## src/rtl/rbsi_pkg.sv

```systemverilog
// shared types and constants for the ray / box slab intersection pipeline
// no dependencies; used by the rbsi datapath modules, the top level and the testbench
package rbsi_pkg;

  // field widths
  localparam int P_W = 32;            // position, Q27.4
  localparam int V_W = 32;            // velocity, Q15.16
  localparam int T_W = 48;            // time, Q31.16
  localparam int Q_W = 61;            // plane-crossing quotient magnitude
  localparam int W_W = 64;            // wide internal time
  localparam int DIV_STAGES = Q_W;    // one quotient bit per stage

  // time bound of an axis that sets no limit
  localparam logic signed [W_W-1:0] UNB = 64'sh4000_0000_0000_0000;
  // output saturation limits
  localparam logic signed [W_W-1:0] T_MAX = 64'sh0000_7FFF_FFFF_FFFF;
  localparam logic signed [W_W-1:0] T_MIN = -64'sh0000_8000_0000_0000;
  localparam logic signed [35:0] P_MAX = 36'sh0_7FFF_FFFF;
  localparam logic signed [35:0] P_MIN = -36'sh0_8000_0000;
  // cap on the displacement magnitude
  localparam logic [36:0] D_CAP = 37'h4_0000_0000;

  // configuration register indexes
  typedef enum logic [2:0] {
    REG_MIN_X = 3'd0,
    REG_MIN_Y = 3'd1,
    REG_MIN_Z = 3'd2,
    REG_MAX_X = 3'd3,
    REG_MAX_Y = 3'd4,
    REG_MAX_Z = 3'd5
  } reg_idx_t;

  // per-item control and payload that travels beside the arithmetic
  typedef struct packed {
    logic                      vld;
    logic [2:0][P_W-1:0]       s;
    logic [2:0][V_W-1:0]       v;
    logic [T_W-1:0]            t0;
    logic [2:0]                vz;      // axis velocity is zero
    logic                      rej;     // a still axis lies outside its slab
    logic [2:0]                neg_a;   // sign of min-plane quotient
    logic [2:0]                neg_b;   // sign of max-plane quotient
  } side_t;

endpackage

```

## src/rtl/rbsi_prep.sv

```systemverilog
// input stage: plane distances, magnitudes and signs for the dividers
// depends on rbsi_pkg
module rbsi_prep (
  input  logic                                   clk,
  input  logic                                   rst,
  input  logic                                   en,
  input  logic                                   in_vld,
  input  logic [2:0][rbsi_pkg::P_W-1:0]          start,
  input  logic [2:0][rbsi_pkg::V_W-1:0]          vel,
  input  logic [rbsi_pkg::T_W-1:0]               t0,
  input  logic [5:0][rbsi_pkg::P_W-1:0]          box,
  output rbsi_pkg::side_t                        side,
  output logic [2:0][rbsi_pkg::Q_W-1:0]          num_a,
  output logic [2:0][rbsi_pkg::Q_W-1:0]          num_b,
  output logic [2:0][rbsi_pkg::V_W-1:0]          den
);

  rbsi_pkg::side_t                      side_next;
  logic [2:0][rbsi_pkg::Q_W-1:0]        num_a_next, num_b_next;
  logic [2:0][rbsi_pkg::V_W-1:0]        den_next;

  // per axis distances to both planes, magnitudes scaled by 2^28
  always_comb begin
    logic [32:0] dmin, dmax, amin, amax;
    logic        rej_ax;
    side_next     = '0;
    side_next.vld = in_vld;
    side_next.s   = start;
    side_next.v   = vel;
    side_next.t0  = t0;
    for (int i = 0; i < 3; i++) begin
      dmin = {box[i][31], box[i]} - {start[i][31], start[i]};
      dmax = {box[i+3][31], box[i+3]} - {start[i][31], start[i]};
      amin = dmin[32] ? 33'(-dmin) : dmin;
      amax = dmax[32] ? 33'(-dmax) : dmax;
      num_a_next[i] = {amin, 28'b0};
      num_b_next[i] = {amax, 28'b0};
      den_next[i]   = vel[i][31] ? 32'(-vel[i]) : vel[i];
      side_next.vz[i]    = (vel[i] == '0);
      side_next.neg_a[i] = dmin[32] ^ vel[i][31];
      side_next.neg_b[i] = dmax[32] ^ vel[i][31];
      // start below min plane or above max plane
      rej_ax = (!dmin[32] && (dmin != '0)) || dmax[32];
      if (side_next.vz[i] && rej_ax) begin
        side_next.rej = 1'b1;
      end
    end
  end

  always_ff @(posedge clk) begin
    if (rst) begin
      side.vld <= 1'b0;
    end else if (en) begin
      side  <= side_next;
      num_a <= num_a_next;
      num_b <= num_b_next;
      den   <= den_next;
    end
  end

endmodule

```

## config.mk

```make
export PLATFORM = sky130hd
export DESIGN_NAME = rbsi_prep
export DESIGN_NICKNAME = d
export VERILOG_FILES = /design/src/rtl/rbsi_pkg.sv /design/src/rtl/rbsi_prep.sv
export SDC_FILE = /design/constraint.sdc
export NUM_CORES = 1
export LEC_CHECK = 0
export ABC_AREA = 1
export BUFFER_PORTS_ARGS = -buffer_cell sky130_fd_sc_hd__buf_2
export CAP_MARGIN = 20
export CORE_AREA = 10 10 441 443
export DETAILED_ROUTE_END_ITERATION = 6
export DIE_AREA = 0 0 451 453
export GPL_ROUTABILITY_DRIVEN = 0
export HOLD_SLACK_MARGIN = 0.08
export SYNTH_ARGS = -nofsm -noshare
export SYNTH_HDL_FRONTEND = slang
export SYNTH_SLANG_ARGS = --single-unit
```

## constraint.sdc

```tcl
create_clock -name clk -period 68.3 [get_ports clk]
set_input_delay 10.245 -clock clk [delete_from_list [all_inputs] [get_ports clk]]
set_output_delay 10.245 -clock clk [all_outputs]
set_load 0.02 [all_outputs]
```

==> summary.txt, run 1 <==
Die
  • Initial Utilization: 22.46%
  • Core area: 185000 um2
  • Die Height: 453 um
  • Full die area: 204300 um2
  • Die X: 451 um
  • Row cnt: 158
  • Ports: 1149

Cells and area
  • Final net count: 7364
  • Cell area after layout: 51050 um2
  • Layout Cells excl Fill: 9278
  • Share of cells above drive strength 1: 19.10%
  • Area growth, synth to finish: 22.85%

CTS
  • Worst-path clk slew: 0.06 ns
  • Clock tree root driver cell: clkbuf_16
  • Clk sinks: 542
  • Setup repair bufs after CTS: 0
  • Post-CTS resize count: 0
  • H-tree level count: 3
  • Worst-Skew Late Latency: 0.70 ns
  • Clock Path Buffers: 3
  • CTS tree: built
  • Cts hold-fix bufs: 0
  • Num CTS Buffers: 69

Critical path
  • Req. time, crit path: 68.70 ns
  • CP cell instances: buf_2 -> inv_1 -> ha_1 -> nand2_1 -> nor2_1 -> nand2_2 -> nand2_2 -> nand2_2 -> nand2_1 -> nand2_1 -> nand2_1 -> nand2_1 -> nand2_1 -> nand2_1 -> nor2_1 -> nand3_1 -> nor2_1 -> nand3_1 -> ha_1 -> o211ai_2 -> nand3_1
  • Largest delay contributor family on the critical path: simple AND/OR/NAND/NOR gates
  • Crit-path max FO: 6
  • Crit path max-delay cell type: o211ai_2
  • Crit path depth: 21
  • WP data arrival: 13.56 ns
  • Cell mode on critical path: nand2_1
  • Critical path endpoint category: flip-flop
  • CP startpoint kind: primary input
  • CP Class: primary input to flip-flop
  • CP bufs+invs: 2
  • Worst Reg-to-Reg Cells: 2
  • Critical Path Max Stage Delay: 0.60 ns

Outcome
  • Failing checks: DRC
  • Outcome: finished with violations

STA
  • Clk_skew: 0 ns
  • Final min period: 13.16 ns
  • Setup-failing EPs final: 0
  • Max-slew violations: 0
  • Tcrit/Tclk final: 19.27%
  • Maximum operating frequency: 75.98 MHz
  • Slew margin rel.: 28.69%
  • Worst-Margin Slew: 1.059 ns
  • RSZ-0062 raised after global routing: no
  • Setup TNS: 0 ns
  • Final hold violations: 0

GRT
  • Busiest layer in global routing: met2
  • Gr usage total: 17.98%
  • Total gr overflow: 0
  • First-pass GRT wire length: 270200 um
  • Met3 usage: 4.257%
  • Met1 Usage GRT: 20.86%
  • Pin count of the biggest net entering global routing: 158
  • Initial antenna violation count: 63
  • GRT met2 Usage: 30.73%
  • Number of global-route vias before repair: 38860

Synth
  • Cells after Synth: 5690
  • FFs w/ async S/R, synth: 0%
  • Top cell type by total area after synthesis: edfxtp_1
  • Post-synth top flop: edfxtp_1
  • Synthesized area per cell: 7.303 um2
  • Synth cell types: 55
  • Synth area leaders: edfxtp_1, nand2_1, inv_1
  • #FFs+latches synth: 542
  • Top-count cell post-synth: nand2_1
  • Sequential area share after synthesis: 39.14%
  • Share of the synthesized area in the top cell type: 39.09%
  • Yosys warnings: 0
  • Synth cell count leaders: nand2_1, inv_1, edfxtp_1
  • Cell area after synthesis: 41550 um2
  • Post-synth EDFFs: 541

Route
  • DRC: 20
  • First-iteration detailed-routing DRC count: 4087
  • Drt via density: 4.467
  • Detailed Routing Iterations Pass 1: 7
  • Detail Route Antenna Nets: 0
  • Final wirelength: 195800 um
  • Via count: 41450
  • Wire length per cell: 21.10 um

Power and ir drop
  • Static Leak: 25.83 nW
  • Power Dens Cells: 23.10 nW/um2
  • VDD IR max: 0.00001821 V

Place
  • Port Buffers: 980
  • Placed Instances: 9125
  • Detail Placement HPWL: 169100 um
  • Placed Area: 48810 um2

Min path
  • Worst Hold Depth: 2
  • HP Class: flip-flop to flip-flop

Flow run
  • Max Cap Violations: 0
==> state kept, by name, indices dropped and copies added (netlist names) <==
signal,cells
side,251
num_a,99
num_b,99
den,93
==> logic make-up after synthesis <==
logic type / synth area share [%]
fa+ha+maj: 6.492
xor+xnor: 5.073
buf+inv: 12.82
flops: 39.14
other cells: 0.009024
compound gates: 4.032
simple gates: 32.43
==> worst min-delay path, delay by kind of cell, from the launching register on <==
family / cells / cell delay, ns
simple gates: 1 / 0.07
compound gates: 1 / 0.05
flops: 1 / 0.31
==> per-stage QoR <==
| step | hold slack [ns] | setup WS (ns) | power (W) | util (%) |
|---|---|---|---|---|
| floorplan | 0.5295 | 33.86 | 0.0006988 | - |
| global placement | 0.4435 | 54.35 | 0.0008189 | 26.38 |
| detailed placement | 0.4824 | 54.31 | 0.0008228 | 26.38 |
| CTS | 0.4922 | 55.08 | 0.001189 | 27.55 |
| global route | 0.5221 | 54.74 | 0.001240 | 27.57 |
| finish | 0.4833 | 55.14 | 0.001179 | 27.59 |
==> area by class of cell <==
| class | count | area, um2 |
|---|---|---|
| diodes | 32 | 80.08 |
| clock buffers | 82 | 1775 |
| clock inverters | 39 | 382.9 |
| fillers | 20240 | 134000 |
| inverters | 1021 | 3835 |
| multi-input cells | 4091 | 20600 |
| flip-flops and latches | 542 | 16270 |
| well taps | 2480 | 3103 |
| repair buffers | 991 | 5012 |
==> routing by layer <==
layer / wire length, um / share of wire, %
met5: 94 / 0.048
met4: 10630 / 5.4
met3: 16520 / 8.4
met2: 93550 / 48
met1: 74990 / 38
==> cells in the final DEF (no fill, tap or decap), types with 5 or more instances in the layout <==
cell,Yosys,routed
nand2_2,91,91
clkbuf_16,0,69
buf_2,7,980
and3_1,7,7
xor2_1,167,167
clkinv_4,0,6
and2_1,11,11
clkinv_2,0,8
conb_1,1,168
inv_1,1001,1001
clkinv_1,0,10
nand2_1,1906,1906
nor3_1,55,55
edfxtp_1,541,541
o21ai_2,5,5
a31oi_1,7,7
nor4_1,11,11
nor2_1,513,512
o31ai_1,7,7
o21ai_0,69,69
xnor2_1,70,70
nand3_2,14,14
o21bai_1,13,13
clkinv_8,0,5
nand4_1,87,87
a21oi_1,158,158
buf_4,180,9
clkbuf_1,8,13
nand3_1,378,378
ha_1,206,206
nand3b_1,42,42
nor2_2,34,34
inv_2,19,19
fa_1,6,6
o21ai_1,13,13
diode_2,0,32
a21oi_2,9,9
nor2_4,9,10
==> power by group <==
group | switching, W | internal (W)
Sequential | 0.0000129 | 0.000412
Clock | 0.000160 | 0.000199
Combinational | 0.000284 | 0.000112
==> path summary, 6_finish.rpt <==
check / start / to / slack [ns]
max: start[6] / side[6] / 55.14
min: side[250] / side[250] / 0.48
max reg2reg: side[250] / side[250] / 67.72
min reg2reg: side[250] / side[250] / 0.48
No activity file was read; power rests on OpenSTA's default activity.
==> inputs of run 2 (changes only) <==
--- a/config.mk
+++ b/config.mk
@@ -8,9 +8,9 @@
 export ABC_AREA = 1
 export BUFFER_PORTS_ARGS = -buffer_cell sky130_fd_sc_hd__buf_2
 export CAP_MARGIN = 20
-export CORE_AREA = 10 10 441 443
+export CORE_AREA = 10 10 444 446
 export DETAILED_ROUTE_END_ITERATION = 6
-export DIE_AREA = 0 0 451 453
+export DIE_AREA = 0 0 454 456
 export GPL_ROUTABILITY_DRIVEN = 0
 export HOLD_SLACK_MARGIN = 0.08
 export SYNTH_ARGS = -nofsm -noshare
==> constraint.sdc (replaced) <==
create_clock -name clk -period 13.55 [get_ports clk]
set_input_delay 2.0325 -clock clk [delete_from_list [all_inputs] [get_ports clk]]
set_output_delay 2.0325 -clock clk [all_outputs]
set_load 0.02 [all_outputs]
==> run 2 against run 1 <==
  * The flow still finishes with violations (DRC)
  * First-iteration DRC count up 5.0%
  * Total power rose to 5.2 times the previous value
  * Clock power rose to 5.5 times the previous value
  * Non-clock buffer count shrank 1
  * Critical path depth down 5
  * Clock skew unchanged
  * Routed wire length rose by 3.1%
  * Utilization decreased by 0.19 points
  * Die area increased by 1.3%
  * Combinational power grew to 5.1 times the previous value
  * Sequential power increased to 5.0 times the previous value
  * Sequential cell count stayed put
  * Critical path type unchanged
  * Critical endpoint unchanged
  * Largest cell class unchanged
  * Largest power group unchanged
==> summary.txt, run 2 (synthesis gave the netlist of run 1 again) <==
Outcome
  • Outcome: finished with violations (unchanged)
  • Failing checks: DRC (unchanged)

STA
  • Slew margin rel.: 28.21% (was 28.69%)
  • Setup-failing EPs final: 0 (unchanged)
  • Max-slew violations: 0 (unchanged)
  • Final min period: 5.468 ns
  • Maximum operating frequency: 182.9 MHz
  • Post-route setup slack: 8.082 ns (was 55.14 ns)
  • Final hold violations: 0 (unchanged)
  • Tcrit/Tclk final: 40.35%
  • Clk_skew: 0 ns (unchanged)
  • Worst-Margin Slew: 1.074 ns (was 1.059 ns)
  • Setup TNS: 0 ns (unchanged)
  • RSZ-0062 raised after global routing: no (unchanged)

GRT
  • Total gr overflow: 0 (unchanged)
  • Number of global-route vias before repair: 38720 (was 38860)
  • Pin count of the biggest net entering global routing: 159 (was 158)
  • Gr usage total: 18.32% (was 17.98%)
  • First-pass GRT wire length: 275100 um (was 270200 um)
  • Initial antenna violation count: 89 (was 63)

Route
  • Wire length per cell: 21.61 um (was 21.10 um)
  • DRC: 3 (was 20)
  • Final wirelength: 201900 um (was 195800 um)
  • Via count: 41860 (was 41450)
  • First-iteration detailed-routing DRC count: 4291 (was 4087)
  • Drt via density: 4.481 (was 4.467)
  • Detail Route Antenna Nets: 0 (unchanged)
  • Detailed Routing Iterations Pass 1: 7 (unchanged)

Critical path
  • CP startpoint kind: primary input (unchanged)
  • R2r setup slk: 13.00 ns (was 67.72 ns)
  • Crit path from: start[74] (was start[6])
  • Crit path max-delay cell type: o211ai_1 (was o211ai_2)
  • Worst Reg-to-Reg Cells: 2 (unchanged)
  • RR Startpoint: side[250] (unchanged)
  • Largest delay contributor family on the critical path: simple AND/OR/NAND/NOR gates (unchanged)
  • Critical Path Max Stage Delay: 0.64 ns (was 0.60 ns)
  • Cell mode on critical path: nand3_1 (was nand2_1)
  • CP cell instances: buf_2 -> inv_1 -> ha_1 -> nand2_1 -> inv_2 -> a21oi_1 -> nor2_1 -> o21ai_1 -> nand3_1 -> nand2_1 -> nand3_1 -> nand2_2 -> inv_2 -> ha_1 -> o211ai_1 -> nand3_1 (was buf_2 -> inv_1 -> ha_1 -> nand2_1 -> nor2_1 -> nand2_2 -> nand2_2 -> nand2_2 -> nand2_1 -> nand2_1 -> nand2_1 -> nand2_1 -> nand2_1 -> nand2_1 -> nor2_1 -> nand3_1 -> nor2_1 -> nand3_1 -> ha_1 -> o211ai_2 -> nand3_1)
  • CP Class: primary input to flip-flop (unchanged)
  • Critical path endpoint category: flip-flop (unchanged)
  • Req. time, crit path: 13.93 ns (was 68.70 ns)
  • Setup crit end: side[6] (unchanged)
  • WP data arrival: 5.85 ns (was 13.56 ns)
  • Crit path depth: 16 (was 21)
  • CP bufs+invs: 4 (was 2)
  • Worst reg2reg endpoint: side[250] (unchanged)
  • Crit-path max FO: 32 (was 6)

CTS
  • Clock tree root driver cell: clkbuf_16 (unchanged)
  • Cts hold-fix bufs: 0 (unchanged)
  • Clock Path Buffers: 3 (unchanged)
  • CTS tree: built (unchanged)
  • Worst-Skew Late Latency: 0.68 ns (was 0.70 ns)
  • Worst-path clk slew: 0.06 ns (about the same)
  • H-tree level count: 3 (unchanged)
  • Clk sinks: 542 (unchanged)
  • Post-CTS resize count: 0 (unchanged)
  • Setup repair bufs after CTS: 0 (unchanged)
  • Num CTS Buffers: 69 (unchanged)

Cells and area
  • Largest register FFs: 251 (unchanged)
  • Cell area after layout: 51410 um2 (was 51050 um2)
  • Final net count: 7363 (was 7364)
  • Area occupied by multi-input gates: 20600 um2 (about the same)
  • Share of cells above drive strength 1: 19.25% (was 19.10%)
  • Area growth, synth to finish: 23.71% (was 22.85%)
  • Most frequent cells in the layout: nand2_1, inv_1, buf_2, edfxtp_1, nor2_1 (unchanged)
  • Register area: 16270 um2 (unchanged)
  • Fillers: 20390 (was 20240)
  • Largest register by flop count: side (unchanged)
  • Most common cell after layout, fill and taps aside: nand2_1 (unchanged)
  • Largest registers: side: 251 flops, num_a: 99 flops, num_b: 99 flops (unchanged)

Flow run
  • Max Cap Violations: 0 (unchanged)

Min path
  • HP Class: flip-flop to flip-flop (unchanged)

Power and ir drop
  • VDD IR max: 0.0001005 V (was 0.00001821 V)
  • Static Leak: 25.94 nW (was 25.83 nW)
  • Power Dens Cells: 118.8 nW/um2 (was 23.10 nW/um2)

Die
  • Die X: 454 um (was 451 um)
  • Row cnt: 159 (was 158)
  • Full die area: 207000 um2 (was 204300 um2)
  • Core area: 187600 um2 (was 185000 um2)
  • Die Height: 456 um (was 453 um)
  • Ports: 1149 (unchanged)
  • Initial Utilization: 22.15% (was 22.46%)

Place
  • Pre-CTS setup slack: 7.316 ns (was 54.31 ns)
  • Detail Placement HPWL: 174000 um (was 169100 um)
  • Port Buffers: 980 (unchanged)
  • Placed Area: 48850 um2 (was 48810 um2)
## run 2: cell count changes in the layout (fill, tap and decap cells not counted), sizes merged
cell and change:
diode +47, inv +5, clkinvlp +1, clkinv -4, bufinv +7, buf -1, clkbuf -6
## run 2: area by class of cell
| class | count | share of cell area [%] |
|---|---|---|
| diodes | 79 | 0.3846 |
| clock buffers | 76 | 3.534 |
| clock inverters | 48 | 1.064 |
| inverters | 1021 | 7.460 |
| multi-input cells | 4091 | 40.08 |
| flip-flops and latches | 542 | 31.64 |
| well taps | 2495 | 6.073 |
| repair buffers | 990 | 9.767 |
## run 2: worst register-to-register path: stages, from the launching register on
cell     delay [ns]
dfxtp_1        0.32
nand2_1        0.06
a21oi_1        0.11
## run 2: per-stage QoR
| step | hold WS [ns] | utilization [%] | std cells | total power [W] |
|---|---|---|---|---|
| 2_1_floorplan | 0.5299 | - | 5857 | 0.003479 |
| 3_3_place_gp | 0.4452 | 26.03 | 9138 | 0.004129 |
| 3_5_place_dp | 0.4522 | 26.04 | 9139 | 0.004147 |
| 4_1_cts | 0.4598 | 27.30 | 9263 | 0.006157 |
| 5_1_grt | 0.5060 | 27.38 | 9322 | 0.006420 |
| 6_report | 0.4611 | 27.40 | 9342 | 0.006107 |
## run 2: worst min path at each step
| stage | endpoint | cells past startpoint | from |
|---|---|---|---|
| after floorplan | side[250] | 2 | side[250] |
| after global placement | side[250] | 2 | side[250] |
| after detailed placement | side[250] | 2 | side[250] |
| after CTS | side[250] | 2 | side[250] |
| after global routing | side[250] | 2 | side[250] |
| final | side[250] | 2 | side[250] |
## run 2: power breakdown
part,internal [W],switching [W],total (W)
Sequential,0.00207,0.0000628,0.00214
Clock,0.00116,0.000806,0.00197
Combinational,0.000566,0.00143,0.00200
## run 2: per-layer routing
layer | wire (um) | global-route usage (%) | part of all wire (%) | up-vias
met5 | 210 | 0 | 0.10 | -
met4 | 15530 | 12.42 | 7.7 | 34
met3 | 18310 | 4.449 | 9.1 | 452
met2 | 94430 | 30.44 | 47 | 2210
met1 | 73430 | 20.62 | 36 | 19350
li1 | - | - | - | 19820
